## config.mk

```make
export PLATFORM = sky130hd
export DESIGN_NAME = pid_gain_sched_rate_limited
export DESIGN_NICKNAME = d
export VERILOG_FILES = /design/src/rtl/pgs_pkg.sv /design/src/rtl/pid_gain_sched_rate_limited.sv /design/src/rtl/pgs_div.sv
export SDC_FILE = /design/constraint.sdc
export NUM_CORES = 2
export LEC_CHECK = 0
export BUFFER_PORTS_ARGS = -buffer_cell sky130_fd_sc_hd__buf_2
export CORE_UTILIZATION = 56
export DETAILED_ROUTE_END_ITERATION = 10
export GPL_ROUTABILITY_DRIVEN = 0
export PLACE_DENSITY = 0.85
export REMOVE_ABC_BUFFERS = 1
export SYNTH_ARGS = -nofsm -noshare
export SYNTH_HDL_FRONTEND = slang
export SYNTH_HIERARCHICAL = 1
export SYNTH_SLANG_ARGS = --single-unit
```

## constraint.sdc

```tcl
create_clock -name clk -period 14.6 [get_ports clk]
set_input_delay 1.46 -clock clk [delete_from_list [all_inputs] [get_ports clk]]
set_output_delay 1.46 -clock clk [all_outputs]
set_load 0.03 [all_outputs]
```

## src/rtl/pgs_pkg.sv

```systemverilog
// ----------------------------------------------------------------------------
// pgs_pkg
// Shared types and constants for the gain-scheduled PID controller.
// ----------------------------------------------------------------------------
`default_nettype none
package pgs_pkg;
	localparam int unsigned NUM_REGS = 8;
	localparam logic [2:0] REG_TARGET = 3'd0;
	localparam logic [2:0] REG_GAIN_P = 3'd1;
	localparam logic [2:0] REG_GAIN_I = 3'd2;
	localparam logic [2:0] REG_GAIN_D = 3'd3;
	localparam logic [2:0] REG_DRIVE_LIM = 3'd4;
	localparam logic [2:0] REG_SLEW_LIM = 3'd5;
	localparam logic [2:0] REG_SCHED_THR = 3'd6;
	localparam logic [2:0] REG_SCHED_SCL = 3'd7;

	localparam logic OP_STEP = 1'b0;
	localparam logic OP_CLEAR = 1'b1;

	typedef enum logic [3:0] {
		ST_IDLE,
		ST_ERR,
		ST_INT_MUL,
		ST_INT_ACC,
		ST_DIV,
		ST_KP_MUL,
		ST_KP_SEL,
		ST_P_MUL,
		ST_I_MUL,
		ST_D_MUL,
		ST_LIMIT,
		ST_OUT
	} state_t;

	// divider control / status
	typedef struct packed {
		logic start;
	} div_ctl_t;

	typedef struct packed {
		logic busy;
		logic done;
	} div_sts_t;

	function automatic logic signed [31:0] sat32(input logic signed [65:0] v);
		if (v > 66'sd2147483647) begin
			return 32'sh7fffffff;
		end else if (v < -66'sd2147483648) begin
			return 32'sh80000000;
		end
		return v[31:0];
	endfunction
endpackage
`default_nettype wire

```

## src/rtl/pid_gain_sched_rate_limited.sv

```systemverilog
// ----------------------------------------------------------------------------
// pid_gain_sched_rate_limited
// PID controller with gain scheduling, integral clamp and slew limiting.
// ----------------------------------------------------------------------------
// Usage:
//   Input channel (in_valid/in_stall) carries op, measured_angle, step_time.
//   Output channel (out_valid/out_stall) carries drive_out, clamped, slewed.
//   One result per input transaction, in order.
//   A control step runs through one shared 33x33 multiplier (five products)
//   and a radix-2 divider for the derivative (49 quotient bits at the
//   default FRAC_BITS), one transaction at a time; the next input can be
//   accepted as early as the cycle in which the result appears.
//   A clear goes straight from idle to the result stage, skipping the step.
//   The result register holds while out_stall is high; the next input is
//   accepted once the result register is free or being taken.
//   Configuration writes (cfg_we, cfg_index, cfg_data) are taken any cycle
//   but must only happen while the block is idle.
//   Reset clears the integral, previous error and previous drive, restores
//   register defaults and empties the result register.
// ----------------------------------------------------------------------------
`default_nettype none
module pid_gain_sched_rate_limited #(
	parameter int FRAC_BITS = 16,
	parameter int INTEGRAL_BOUND = 327680
) (
	input  wire               clk,
	input  wire               arst_n,
	input  wire               cfg_we,
	input  wire  [2:0]        cfg_index,
	input  wire  [31:0]       cfg_data,
	input  wire               in_valid,
	output logic              in_stall,
	input  wire               op,
	input  wire signed [31:0] measured_angle,
	input  wire  [20:0]       step_time,
	output logic              out_valid,
	input  wire               out_stall,
	output logic signed [31:0] drive_out,
	output logic              clamped,
	output logic              slewed
);
	import pgs_pkg::*;

	localparam int NUM_W = 33 + FRAC_BITS;

	state_t state_q, state_d;

	logic signed [31:0] target_q, gp_q, gi_q, gd_q;
	logic [30:0] dlim_q, slim_q, thr_q, scl_q;
	logic signed [31:0] integ_q, perr_q, pdrv_q;

	logic signed [31:0] meas_q, err_q, deriv_q, kp_q, accum_p_q, accum_i_q, term_q;
	logic [20:0] dt_q;

	logic signed [32:0] ma, mb;
	logic signed [65:0] prod_q;
	logic signed [65:0] prod_sh;

	div_ctl_t dctl;
	div_sts_t dsts;
	logic signed [NUM_W-1:0] dnum;
	logic signed [NUM_W:0]   dquot;

	logic signed [31:0] res_q;
	logic clamped_q, slewed_q, ovalid_q;

	logic accept, deliver;

	assign accept = in_valid && !in_stall;
	assign deliver = ovalid_q && !out_stall;
	assign in_stall = (state_q != ST_IDLE) || (ovalid_q && out_stall);

	// configuration
	always_ff @(posedge clk or negedge arst_n) begin
		if (!arst_n) begin
			target_q <= 32'sd0;
			gp_q <= 32'sd108134;
			gi_q <= 32'sd0;
			gd_q <= 32'sd29491;
			dlim_q <= 31'd983040;
			slim_q <= 31'd65536;
			thr_q <= 31'h7fffffff;
			scl_q <= 31'd65536;
		end else if (cfg_we) begin
			case (cfg_index)
				REG_TARGET: target_q <= cfg_data;
				REG_GAIN_P: gp_q <= cfg_data;
				REG_GAIN_I: gi_q <= cfg_data;
				REG_GAIN_D: gd_q <= cfg_data;
				REG_DRIVE_LIM: dlim_q <= cfg_data[30:0];
				REG_SLEW_LIM: slim_q <= cfg_data[30:0];
				REG_SCHED_THR: thr_q <= cfg_data[30:0];
				REG_SCHED_SCL: scl_q <= cfg_data[30:0];
				default: ;
			endcase
		end
	end

	// shared multiplier operand select
	always_comb begin
		ma = 33'sd0;
		mb = 33'sd0;
		case (state_q)
			ST_INT_MUL: begin ma = 33'(err_q); mb = $signed({12'd0, dt_q}); end
			ST_KP_MUL: begin ma = 33'(gp_q); mb = $signed({2'b00, scl_q}); end
			ST_P_MUL: begin ma = 33'(kp_q); mb = 33'(err_q); end
			ST_I_MUL: begin ma = 33'(gi_q); mb = 33'(integ_q); end
			ST_D_MUL: begin ma = 33'(gd_q); mb = 33'(deriv_q); end
			default: ;
		endcase
	end

	assign prod_sh = prod_q >>> FRAC_BITS;

	// derivative divider
	logic signed [32:0] ediff;
	assign ediff = 33'(err_q) - 33'(perr_q);
	assign dnum = NUM_W'(ediff) <<< FRAC_BITS;
	assign dctl.start = (state_q == ST_INT_ACC);

	pgs_div #(.NUM_W(NUM_W), .DEN_W(21)) u_div (
		.clk(clk), .arst_n(arst_n), .ctl(dctl), .num(dnum), .den(dt_q),
		.sts(dsts), .quot(dquot)
	);

	// next state
	always_comb begin
		state_d = state_q;
		case (state_q)
			ST_IDLE: if (accept) state_d = (op == OP_CLEAR) ? ST_OUT : ST_ERR;
			ST_ERR: state_d = ST_INT_MUL;
			ST_INT_MUL: state_d = ST_INT_ACC;
			ST_INT_ACC: state_d = ST_DIV;
			ST_DIV: if (dsts.done) state_d = ST_KP_MUL;
			ST_KP_MUL: state_d = ST_KP_SEL;
			ST_KP_SEL: state_d = ST_P_MUL;
			ST_P_MUL: state_d = ST_I_MUL;
			ST_I_MUL: state_d = ST_D_MUL;
			ST_D_MUL: state_d = ST_LIMIT;
			ST_LIMIT: state_d = ST_OUT;
			ST_OUT: state_d = ST_IDLE;
			default: state_d = ST_IDLE;
		endcase
	end

	always_ff @(posedge clk or negedge arst_n) begin
		if (!arst_n) begin
			state_q <= ST_IDLE;
		end else begin
			state_q <= state_d;
		end
	end

	// datapath
	logic signed [33:0] ediff_m;
	logic [32:0] abs_err;
	logic signed [33:0] iacc;
	logic signed [33:0] ssum;
	logic signed [32:0] lim, hi, lo;
	logic signed [32:0] cres;
	logic clear_q;
	logic signed [65:0] prod_d;

	assign ediff_m = 34'(target_q) - 34'(meas_q);
	assign abs_err = err_q[31] ? 33'(-34'(err_q)) : 33'(err_q);
	assign prod_d = ma * mb;

	always_ff @(posedge clk) begin
		prod_q <= prod_d;
		if (accept) begin
			meas_q <= measured_angle;
			dt_q <= (step_time == 21'd0) ? 21'd1 : step_time;
		end
		case (state_q)
			ST_ERR: err_q <= sat32(66'(ediff_m));
			ST_DIV: if (dsts.done) deriv_q <= sat32(66'(dquot));
			ST_KP_SEL: kp_q <= (abs_err > {2'b00, thr_q}) ? sat32(prod_sh) : gp_q;
			ST_I_MUL: accum_p_q <= sat32(prod_sh);
			ST_D_MUL: accum_i_q <= sat32(prod_sh);
			ST_LIMIT: term_q <= sat32(prod_sh);
			default: ;
		endcase
	end

	// state registers
	assign iacc = 34'(integ_q) + 34'(sat32(prod_sh));
	always_ff @(posedge clk or negedge arst_n) begin
		if (!arst_n) begin
			integ_q <= '0;
			perr_q <= '0;
			pdrv_q <= '0;
			clear_q <= 1'b0;
		end else begin
			if (accept) clear_q <= (op == OP_CLEAR);
			if (state_q == ST_INT_ACC) begin
				if (iacc > 34'(INTEGRAL_BOUND)) integ_q <= 32'(INTEGRAL_BOUND);
				else if (iacc < -34'(INTEGRAL_BOUND)) integ_q <= -32'(INTEGRAL_BOUND);
				else integ_q <= iacc[31:0];
			end
			if (state_q == ST_DIV && dsts.done) perr_q <= err_q;
			if (state_q == ST_OUT) begin
				pdrv_q <= clear_q ? 32'sd0 : cres[31:0];
				if (clear_q) begin
					integ_q <= '0;
					perr_q <= '0;
				end
			end
		end
	end

	// final sum, clamp and slew (ST_OUT)
	logic c_fl, s_fl;
	always_comb begin
		ssum = 34'(accum_p_q) + 34'(accum_i_q) + 34'(term_q);
		cres = 33'(sat32(66'(ssum)));
		lim = $signed({2'b00, dlim_q});
		c_fl = 1'b0;
		s_fl = 1'b0;
		if (cres > lim) begin cres = lim; c_fl = 1'b1; end
		if (cres < -lim) begin cres = -lim; c_fl = 1'b1; end
		hi = 33'(pdrv_q) + $signed({2'b00, slim_q});
		lo = 33'(pdrv_q) - $signed({2'b00, slim_q});
		if (cres > hi) begin cres = hi; s_fl = 1'b1; end
		if (cres < lo) begin cres = lo; s_fl = 1'b1; end
		cres = 33'(sat32(66'(cres)));
	end

	always_ff @(posedge clk or negedge arst_n) begin
		if (!arst_n) begin
			ovalid_q <= 1'b0;
		end else if (state_q == ST_OUT) begin
			ovalid_q <= 1'b1;
		end else if (deliver) begin
			ovalid_q <= 1'b0;
		end
	end

	always_ff @(posedge clk) begin
		if (state_q == ST_OUT) begin
			res_q <= clear_q ? 32'sd0 : cres[31:0];
			clamped_q <= clear_q ? 1'b0 : c_fl;
			slewed_q <= clear_q ? 1'b0 : s_fl;
		end
	end

	assign out_valid = ovalid_q;
	assign drive_out = res_q;
	assign clamped = clamped_q;
	assign slewed = slewed_q;

`ifndef SYNTHESIS
	a_out_free: assert property (@(posedge clk) disable iff (!arst_n)
		(state_q == ST_OUT) |-> !ovalid_q)
		else $error("result stage entered while result register full");
	a_integ_bound: assert property (@(posedge clk) disable iff (!arst_n)
		(integ_q <= 32'(INTEGRAL_BOUND)) && (integ_q >= -32'(INTEGRAL_BOUND)))
		else $error("integral out of bound");
	a_no_accept_busy: assert property (@(posedge clk) disable iff (!arst_n)
		(state_q != ST_IDLE) |-> !accept) else $error("accept while busy");
	a_div_in_div: assert property (@(posedge clk) disable iff (!arst_n)
		dsts.busy |-> (state_q == ST_DIV)) else $error("divider busy out of phase");
`endif
endmodule
`default_nettype wire

```

## src/rtl/pgs_div.sv

```systemverilog
// ----------------------------------------------------------------------------
// pgs_div
// Radix-2 restoring divider: signed dividend by unsigned divisor, result
// truncated toward zero, one quotient bit per cycle.
// ----------------------------------------------------------------------------
`default_nettype none
module pgs_div #(
	parameter int NUM_W = 49,
	parameter int DEN_W = 21
) (
	input  wire                      clk,
	input  wire                      arst_n,
	input  pgs_pkg::div_ctl_t        ctl,
	input  wire signed [NUM_W-1:0]   num,
	input  wire        [DEN_W-1:0]   den,
	output pgs_pkg::div_sts_t        sts,
	output logic signed [NUM_W:0]    quot
);
	import pgs_pkg::*;

	localparam int CW = $clog2(NUM_W + 1);

	logic [NUM_W-1:0] q_q;
	logic [DEN_W:0]   rem_q;
	logic [DEN_W-1:0] den_q;
	logic             neg_q;
	logic [CW-1:0]    cnt_q;
	logic             busy_q;
	logic             done_q;

	logic [NUM_W-1:0] mag;
	logic [DEN_W:0]   trial;
	logic [DEN_W+1:0] diff;

	assign mag = num[NUM_W-1] ? NUM_W'(-num) : NUM_W'(num);
	assign trial = {rem_q[DEN_W-1:0], q_q[NUM_W-1]};
	assign diff = {1'b0, trial} - {2'b00, den_q};

	always_ff @(posedge clk or negedge arst_n) begin
		if (!arst_n) begin
			busy_q <= 1'b0;
			done_q <= 1'b0;
			cnt_q <= '0;
		end else begin
			done_q <= 1'b0;
			if (ctl.start) begin
				busy_q <= 1'b1;
				cnt_q <= CW'(NUM_W);
			end else if (busy_q) begin
				cnt_q <= cnt_q - 1'b1;
				if (cnt_q == CW'(1)) begin
					busy_q <= 1'b0;
					done_q <= 1'b1;
				end
			end
		end
	end

	always_ff @(posedge clk) begin
		if (ctl.start) begin
			q_q <= mag;
			rem_q <= '0;
			den_q <= den;
			neg_q <= num[NUM_W-1];
		end else if (busy_q) begin
			if (!diff[DEN_W+1]) begin
				rem_q <= diff[DEN_W:0];
				q_q <= {q_q[NUM_W-2:0], 1'b1};
			end else begin
				rem_q <= trial;
				q_q <= {q_q[NUM_W-2:0], 1'b0};
			end
		end
	end

	assign sts.busy = busy_q;
	assign sts.done = done_q;
	assign quot = neg_q ? -$signed({1'b0, q_q}) : $signed({1'b0, q_q});

`ifndef SYNTHESIS
	a_no_start_busy: assert property (@(posedge clk) disable iff (!arst_n)
		ctl.start |-> !busy_q) else $error("divider restarted while busy");
	a_done_after_busy: assert property (@(posedge clk) disable iff (!arst_n)
		done_q |-> $past(busy_q)) else $error("done without busy");
	a_busy_not_done: assert property (@(posedge clk) disable iff (!arst_n)
		!(busy_q && done_q)) else $error("busy and done together");
`endif
endmodule
`default_nettype wire
```

After elaboration in Yosys (flattened, before gate mapping)
Index checks and enable logic that the tools add are counted.

word-level totals
  register bits after elaboration = 799
  input port bits = 94
  output and inout port bits = 36

operators by class
  add/sub/neg operators = 13
  multipliers = 1
  magnitude comparators = 17
  equal/unequal tests = 21
  multiplexer cells = 77
  reduce and logical (&&, ||, !) cells = 23

operators by type and width
  kind                                                                     number
  32-bit two-way mux                                                       29
  33-bit case mux with 5 select lines                                      2
  33-bit two-way mux                                                       5
  49-bit two-way mux                                                       3
  50-bit by 32-bit > comparator with 1-bit output (second input constant)  2
  50-bit by 32-bit < comparator with 1-bit output (second input constant)  2
  32-bit by 32-bit adder with 33-bit output                                3
  32-bit by 32-bit subtractor with 33-bit output                           3
  33-bit by 32-bit > comparator with 1-bit output (second input constant)  2
  33-bit by 32-bit < comparator with 1-bit output (second input constant)  2
  33-bit < comparator                                                      2
  33-bit by 33-bit multiplier with 66-bit output                           1
  50-bit two-way mux                                                       1
  49-bit negator with 50-bit output                                        1
  49-bit negator                                                           1
  4-bit case mux with 11 select lines                                      1
  33-bit by 32-bit adder with 34-bit output                                1
  34-bit by 32-bit > comparator with 1-bit output (second input constant)  1
  34-bit by 32-bit < comparator with 1-bit output (second input constant)  1
  33-bit by 20-bit > comparator with 1-bit output (second input constant)  1
  33-bit by 31-bit > comparator with 1-bit output                          1
  33-bit > comparator                                                      1
  33-bit by 20-bit < comparator with 1-bit output (second input constant)  1
  31-bit negator with 33-bit output                                        1
  27 further kinds                                                         84

Logic depth before layout (Yosys ltp)
  depth after elaboration = 19
  depth in mapped cells = 73
  gate-level depth less buffers = 63

Cells and area by module
Netlist, hierarchy kept.

modules (own cells, without submodules)
  module                       instances  cells an instance  area an instance (sq um)
  pid_gain_sched_rate_limited  1          8329               79470.0
  pgs_div                      1          763                7000.5

Least setup slack after synthesis
No wires, ideal clock.

  kind = reg2reg
  start = register accum_p_q[1]
  end = register res_q[25] (netlist: drive_out[25]), data pin
  setup time = 0.147 ns
  data arrival time = 15.026 ns
  path slack = -0.573 ns
  cell stages (with the launch flop) = 69
  path buffers = 14
  cells stage by stage = edfxtp_1 > inv_1 > fa_1 > inv_1 > ha_1 > fa_1 > a21o_1 > a22o_1 > o21a_1 > a21oi_1 > and3_1 > nor2_1 > clkbuf_1 > a21oi_2 > clkbuf_1 > clkbuf_1 > nor2_1 > ha_1 > [33 not listed] > clkbuf_1 > nand2_1 > a21boi_0 > ha_1 > a21o_1 > a21oi_1 > o21ai_0 > a221oi_1 > nand3_1 > a21o_1 > a21oi_1 > o21ai_0 > o41ai_4 > mux2i_2 > nand2_1 > buf_2 > buf_6 > a21oi_1

between the ends
  word-level cells in the longest chain between the ends = 19
  elaborated cells on any way between the ends = 23
  those cells by class = 2 x add/sub; 8 x order compare; 13 x mux

RTL lines
  item                                             line                                text
  start: declaration                               pid_gain_sched_rate_limited.sv:52   logic signed [31:0] meas_q, err_q, deriv_q, kp_q, accum_p_q, accum_i_q, term_q;
  start signal: assignment                         pid_gain_sched_rate_limited.sv:178  ST_I_MUL: accum_p_q <= sat32(prod_sh);
  32-bit by 32-bit adder with 33-bit output *      pid_gain_sched_rate_limited.sv:214  ssum = 34'(accum_p_q) + 34'(accum_i_q) + 34'(term_q);
  33-bit by 32-bit adder with 34-bit output *      pid_gain_sched_rate_limited.sv:214
  34-bit by 32-bit < comparator with 1-bit output  pgs_pkg.sv:48                       end else if (v < -66'sd2147483648) begin
  1-bit two-way mux                                pgs_pkg.sv:48
  1-bit two-way mux                                pgs_pkg.sv:46                       if (v > 66'sd2147483647) begin
  32-bit two-way mux *                             pgs_pkg.sv:51                       return v[31:0];
  32-bit > comparator                              pid_gain_sched_rate_limited.sv:219  if (cres > lim) begin cres = lim; c_fl = 1'b1; end
  33-bit two-way mux *                             pid_gain_sched_rate_limited.sv:219
  [3 not listed]                                   n/a
  33-bit two-way mux *                             pid_gain_sched_rate_limited.sv:223  if (cres > hi) begin cres = hi; s_fl = 1'b1; end
  33-bit < comparator                              pid_gain_sched_rate_limited.sv:224  if (cres < lo) begin cres = lo; s_fl = 1'b1; end
  33-bit two-way mux *                             pid_gain_sched_rate_limited.sv:224
  33-bit by 32-bit < comparator with 1-bit output  pgs_pkg.sv:48
  1-bit two-way mux                                pgs_pkg.sv:48
  1-bit two-way mux                                pgs_pkg.sv:46
  32-bit two-way mux *                             pgs_pkg.sv:51
  32-bit two-way mux *                             n/a
  end signal: assignment                           pid_gain_sched_rate_limited.sv:240  res_q <= clear_q ? 32'sd0 : cres[31:0];
  end: declaration                                 pid_gain_sched_rate_limited.sv:64   logic signed [31:0] res_q;

Mark *: on every way between the ends. The rest lies on a longest branch, timed or not.
A chain may end at the register's enable or synchronous reset.

Worst setup path after layout
  start = register accum_p_q[1]
  end = register res_q[14] (netlist: drive_out[14]), data pin

The elaborated chain is that of the path after synthesis.

==> run metrics <==
first-pass GRT wire length 413000 um; Vias 71200; worst slack at placement -440 ps; clock sink total 783; CP required 15030 ps; MaxCap Viol Count 0; Std-Cell Rows 143; share of post-route cells with drive strength above 1 9.76%; Rel. slew slack 6.18%; die area 156000 um^2; Worst-Margin Slew 1400 ps; total CTS buffers 81; Final Hold Vio Count 0; height of the die 395 um; crit path kind flip-flop to flip-flop; Design Area, Final 92700 um^2; Final min period 14300 ps; H-tree depth 3; final setup margin 300 ps; Via density 6.36; failing checks DRC; Most flops, register prod_q; PortBufs 129; Hold WC Path Type flip-flop to flip-flop; Mapped Area 86500 um^2; number of I/O pins 130; CP endpoint kind flip-flop; routed wire length 266000 um; Nets 10900; biggest regs prod_q: 50 flops, u_div/q_q: 49 flops; Worst path max stage delay 600 ps; synthesized area per cell 9.51 um^2; area post-placement 89600 um^2; Largest register FFs 50; reg2reg setup slack 300 ps; Fill cells 11600; Worst Path Max Fanout 21; Max Root-Sink Buffers 3; pin count of the biggest net entering global routing 181; DRC viols 2; die width 395 um; worst path arrival time 14730 ps; Layout Skew 44.9 ps; Slew Viols, Final 0; Cells after Synth 9091; GRT Util Overall 34.1%; DRT antenna net count 0; hpwl dp 200000 um; vias in the first global route 73900; CTS clock-pin slew for the worst setup and hold paths 70 ps; setup violators final 0; CTS Root Cell clkbuf_16; Ys Warns 6; status finished, violations left; drt first pass iters 11; initial core utilization 56.7%; Area Overhead vs Synth 7.23%; post-route setup TNS 0 ps; core area 153000 um^2; CTS tree built; period utilization 97.9%; wire per inst 23.8 um; most used cell, CP a21o_1; Startpoint Class flip-flop; CP max-delay cell or4_4; initial antenna violation count 16; Max Fclk 69.9 MHz; hold buffers post-CTS 0; Remaining Overflow, GRT 0; initial DRC count 9206; clock latency on the worst-skew pair 700 ps
## worst max-delay path, delay by kind of cell (launching register included)
family / cells / cell delay, ps
compound gates: 32 / 6800
flops: 1 / 340
simple gates: 11 / 2240
buf+inv: 9 / 1520
mux: 2 / 470
fa+ha+maj: 7 / 2340
xor+xnor: 1 / 270
## through the flow
stage                     cells  hold WS, ps  util, %
after floorplan            8699          425        -
after global placement    11000          470     58.7
after detailed placement  11000          480     58.7
after CTS                 11200          508     60.5
after global routing      11200          519     60.7
final                     11200          508     60.7
## cell type report
cell class / instances / area [um^2] / area share [%]
sequential: 783 / 21100 / 22.7
clock inverter: 41 / 382 / 0.412
antenna: 7 / 17.5 / 0.0189
timing repair buffer: 311 / 2100 / 2.26
clock buffer: 109 / 2280 / 2.45
tap: 2030 / 2540 / 2.74
multi-input combinational: 6597 / 59400 / 64.1
inverter: 1320 / 4950 / 5.34
## per-layer routing
metal | part of all wire (%) | global-route usage (%) | vias up
met4 | 8.8 | 23.9 | 12
met5 | 0.030 | 0 | -
met3 | 13 | 10.2 | 1535
met1 | 33 | 40.9 | 34700
li1 | - | - | 29800
met2 | 44 | 52.7 | 5157
## cell usage in the layout, fill, tap and decap left out, types with 35 or more instances in the layout
cell type and n:
edfxtp_1 350, a21o_1 145, nand4_1 93, nor4_1 37, buf_4 172, xor2_1 125
o31ai_1 48, a211oi_1 35, fa_1 1160, a22oi_1 83, dfxtp_1 71, dfrtp_1 307
nand2_1 1480, xnor2_1 259, conb_1 54, and2_1 55, clkbuf_16 85, and4_1 36
nand3_1 88, or3_1 56, a21oi_1 452, o21ai_0 291, mux2_2 265, dfstp_2 55
nor2b_1 54, o21a_1 75, nor2_1 411, buf_2 130, nand2b_1 65, ha_1 588
inv_1 1314, nor3_1 83
## final timing paths
kind | from | end | cells after the start
worst max-delay path | accum_p_q[1] | drive_out[14] | 62
worst min-delay path | scl_q[22] | scl_q[22] | 1
worst max register to register | accum_p_q[1] | drive_out[14] | 62
worst min register to register | scl_q[22] | scl_q[22] | 1
max in group asynchronous | arst_n | gi_q[26] | 3
min in group asynchronous | arst_n | slim_q[10] | 1
## repair_timing
action / in CTS / in global routing
resized for setup: 11 / 46
cloned: 1 / 2
pin swaps: 2 / 11
setup endpoints to repair: 63 / 65
buffers inserted: 5 / 13
Power is not shown: default switching activity piles up to over one toggle a cycle in this logic, so the estimate is an artifact.
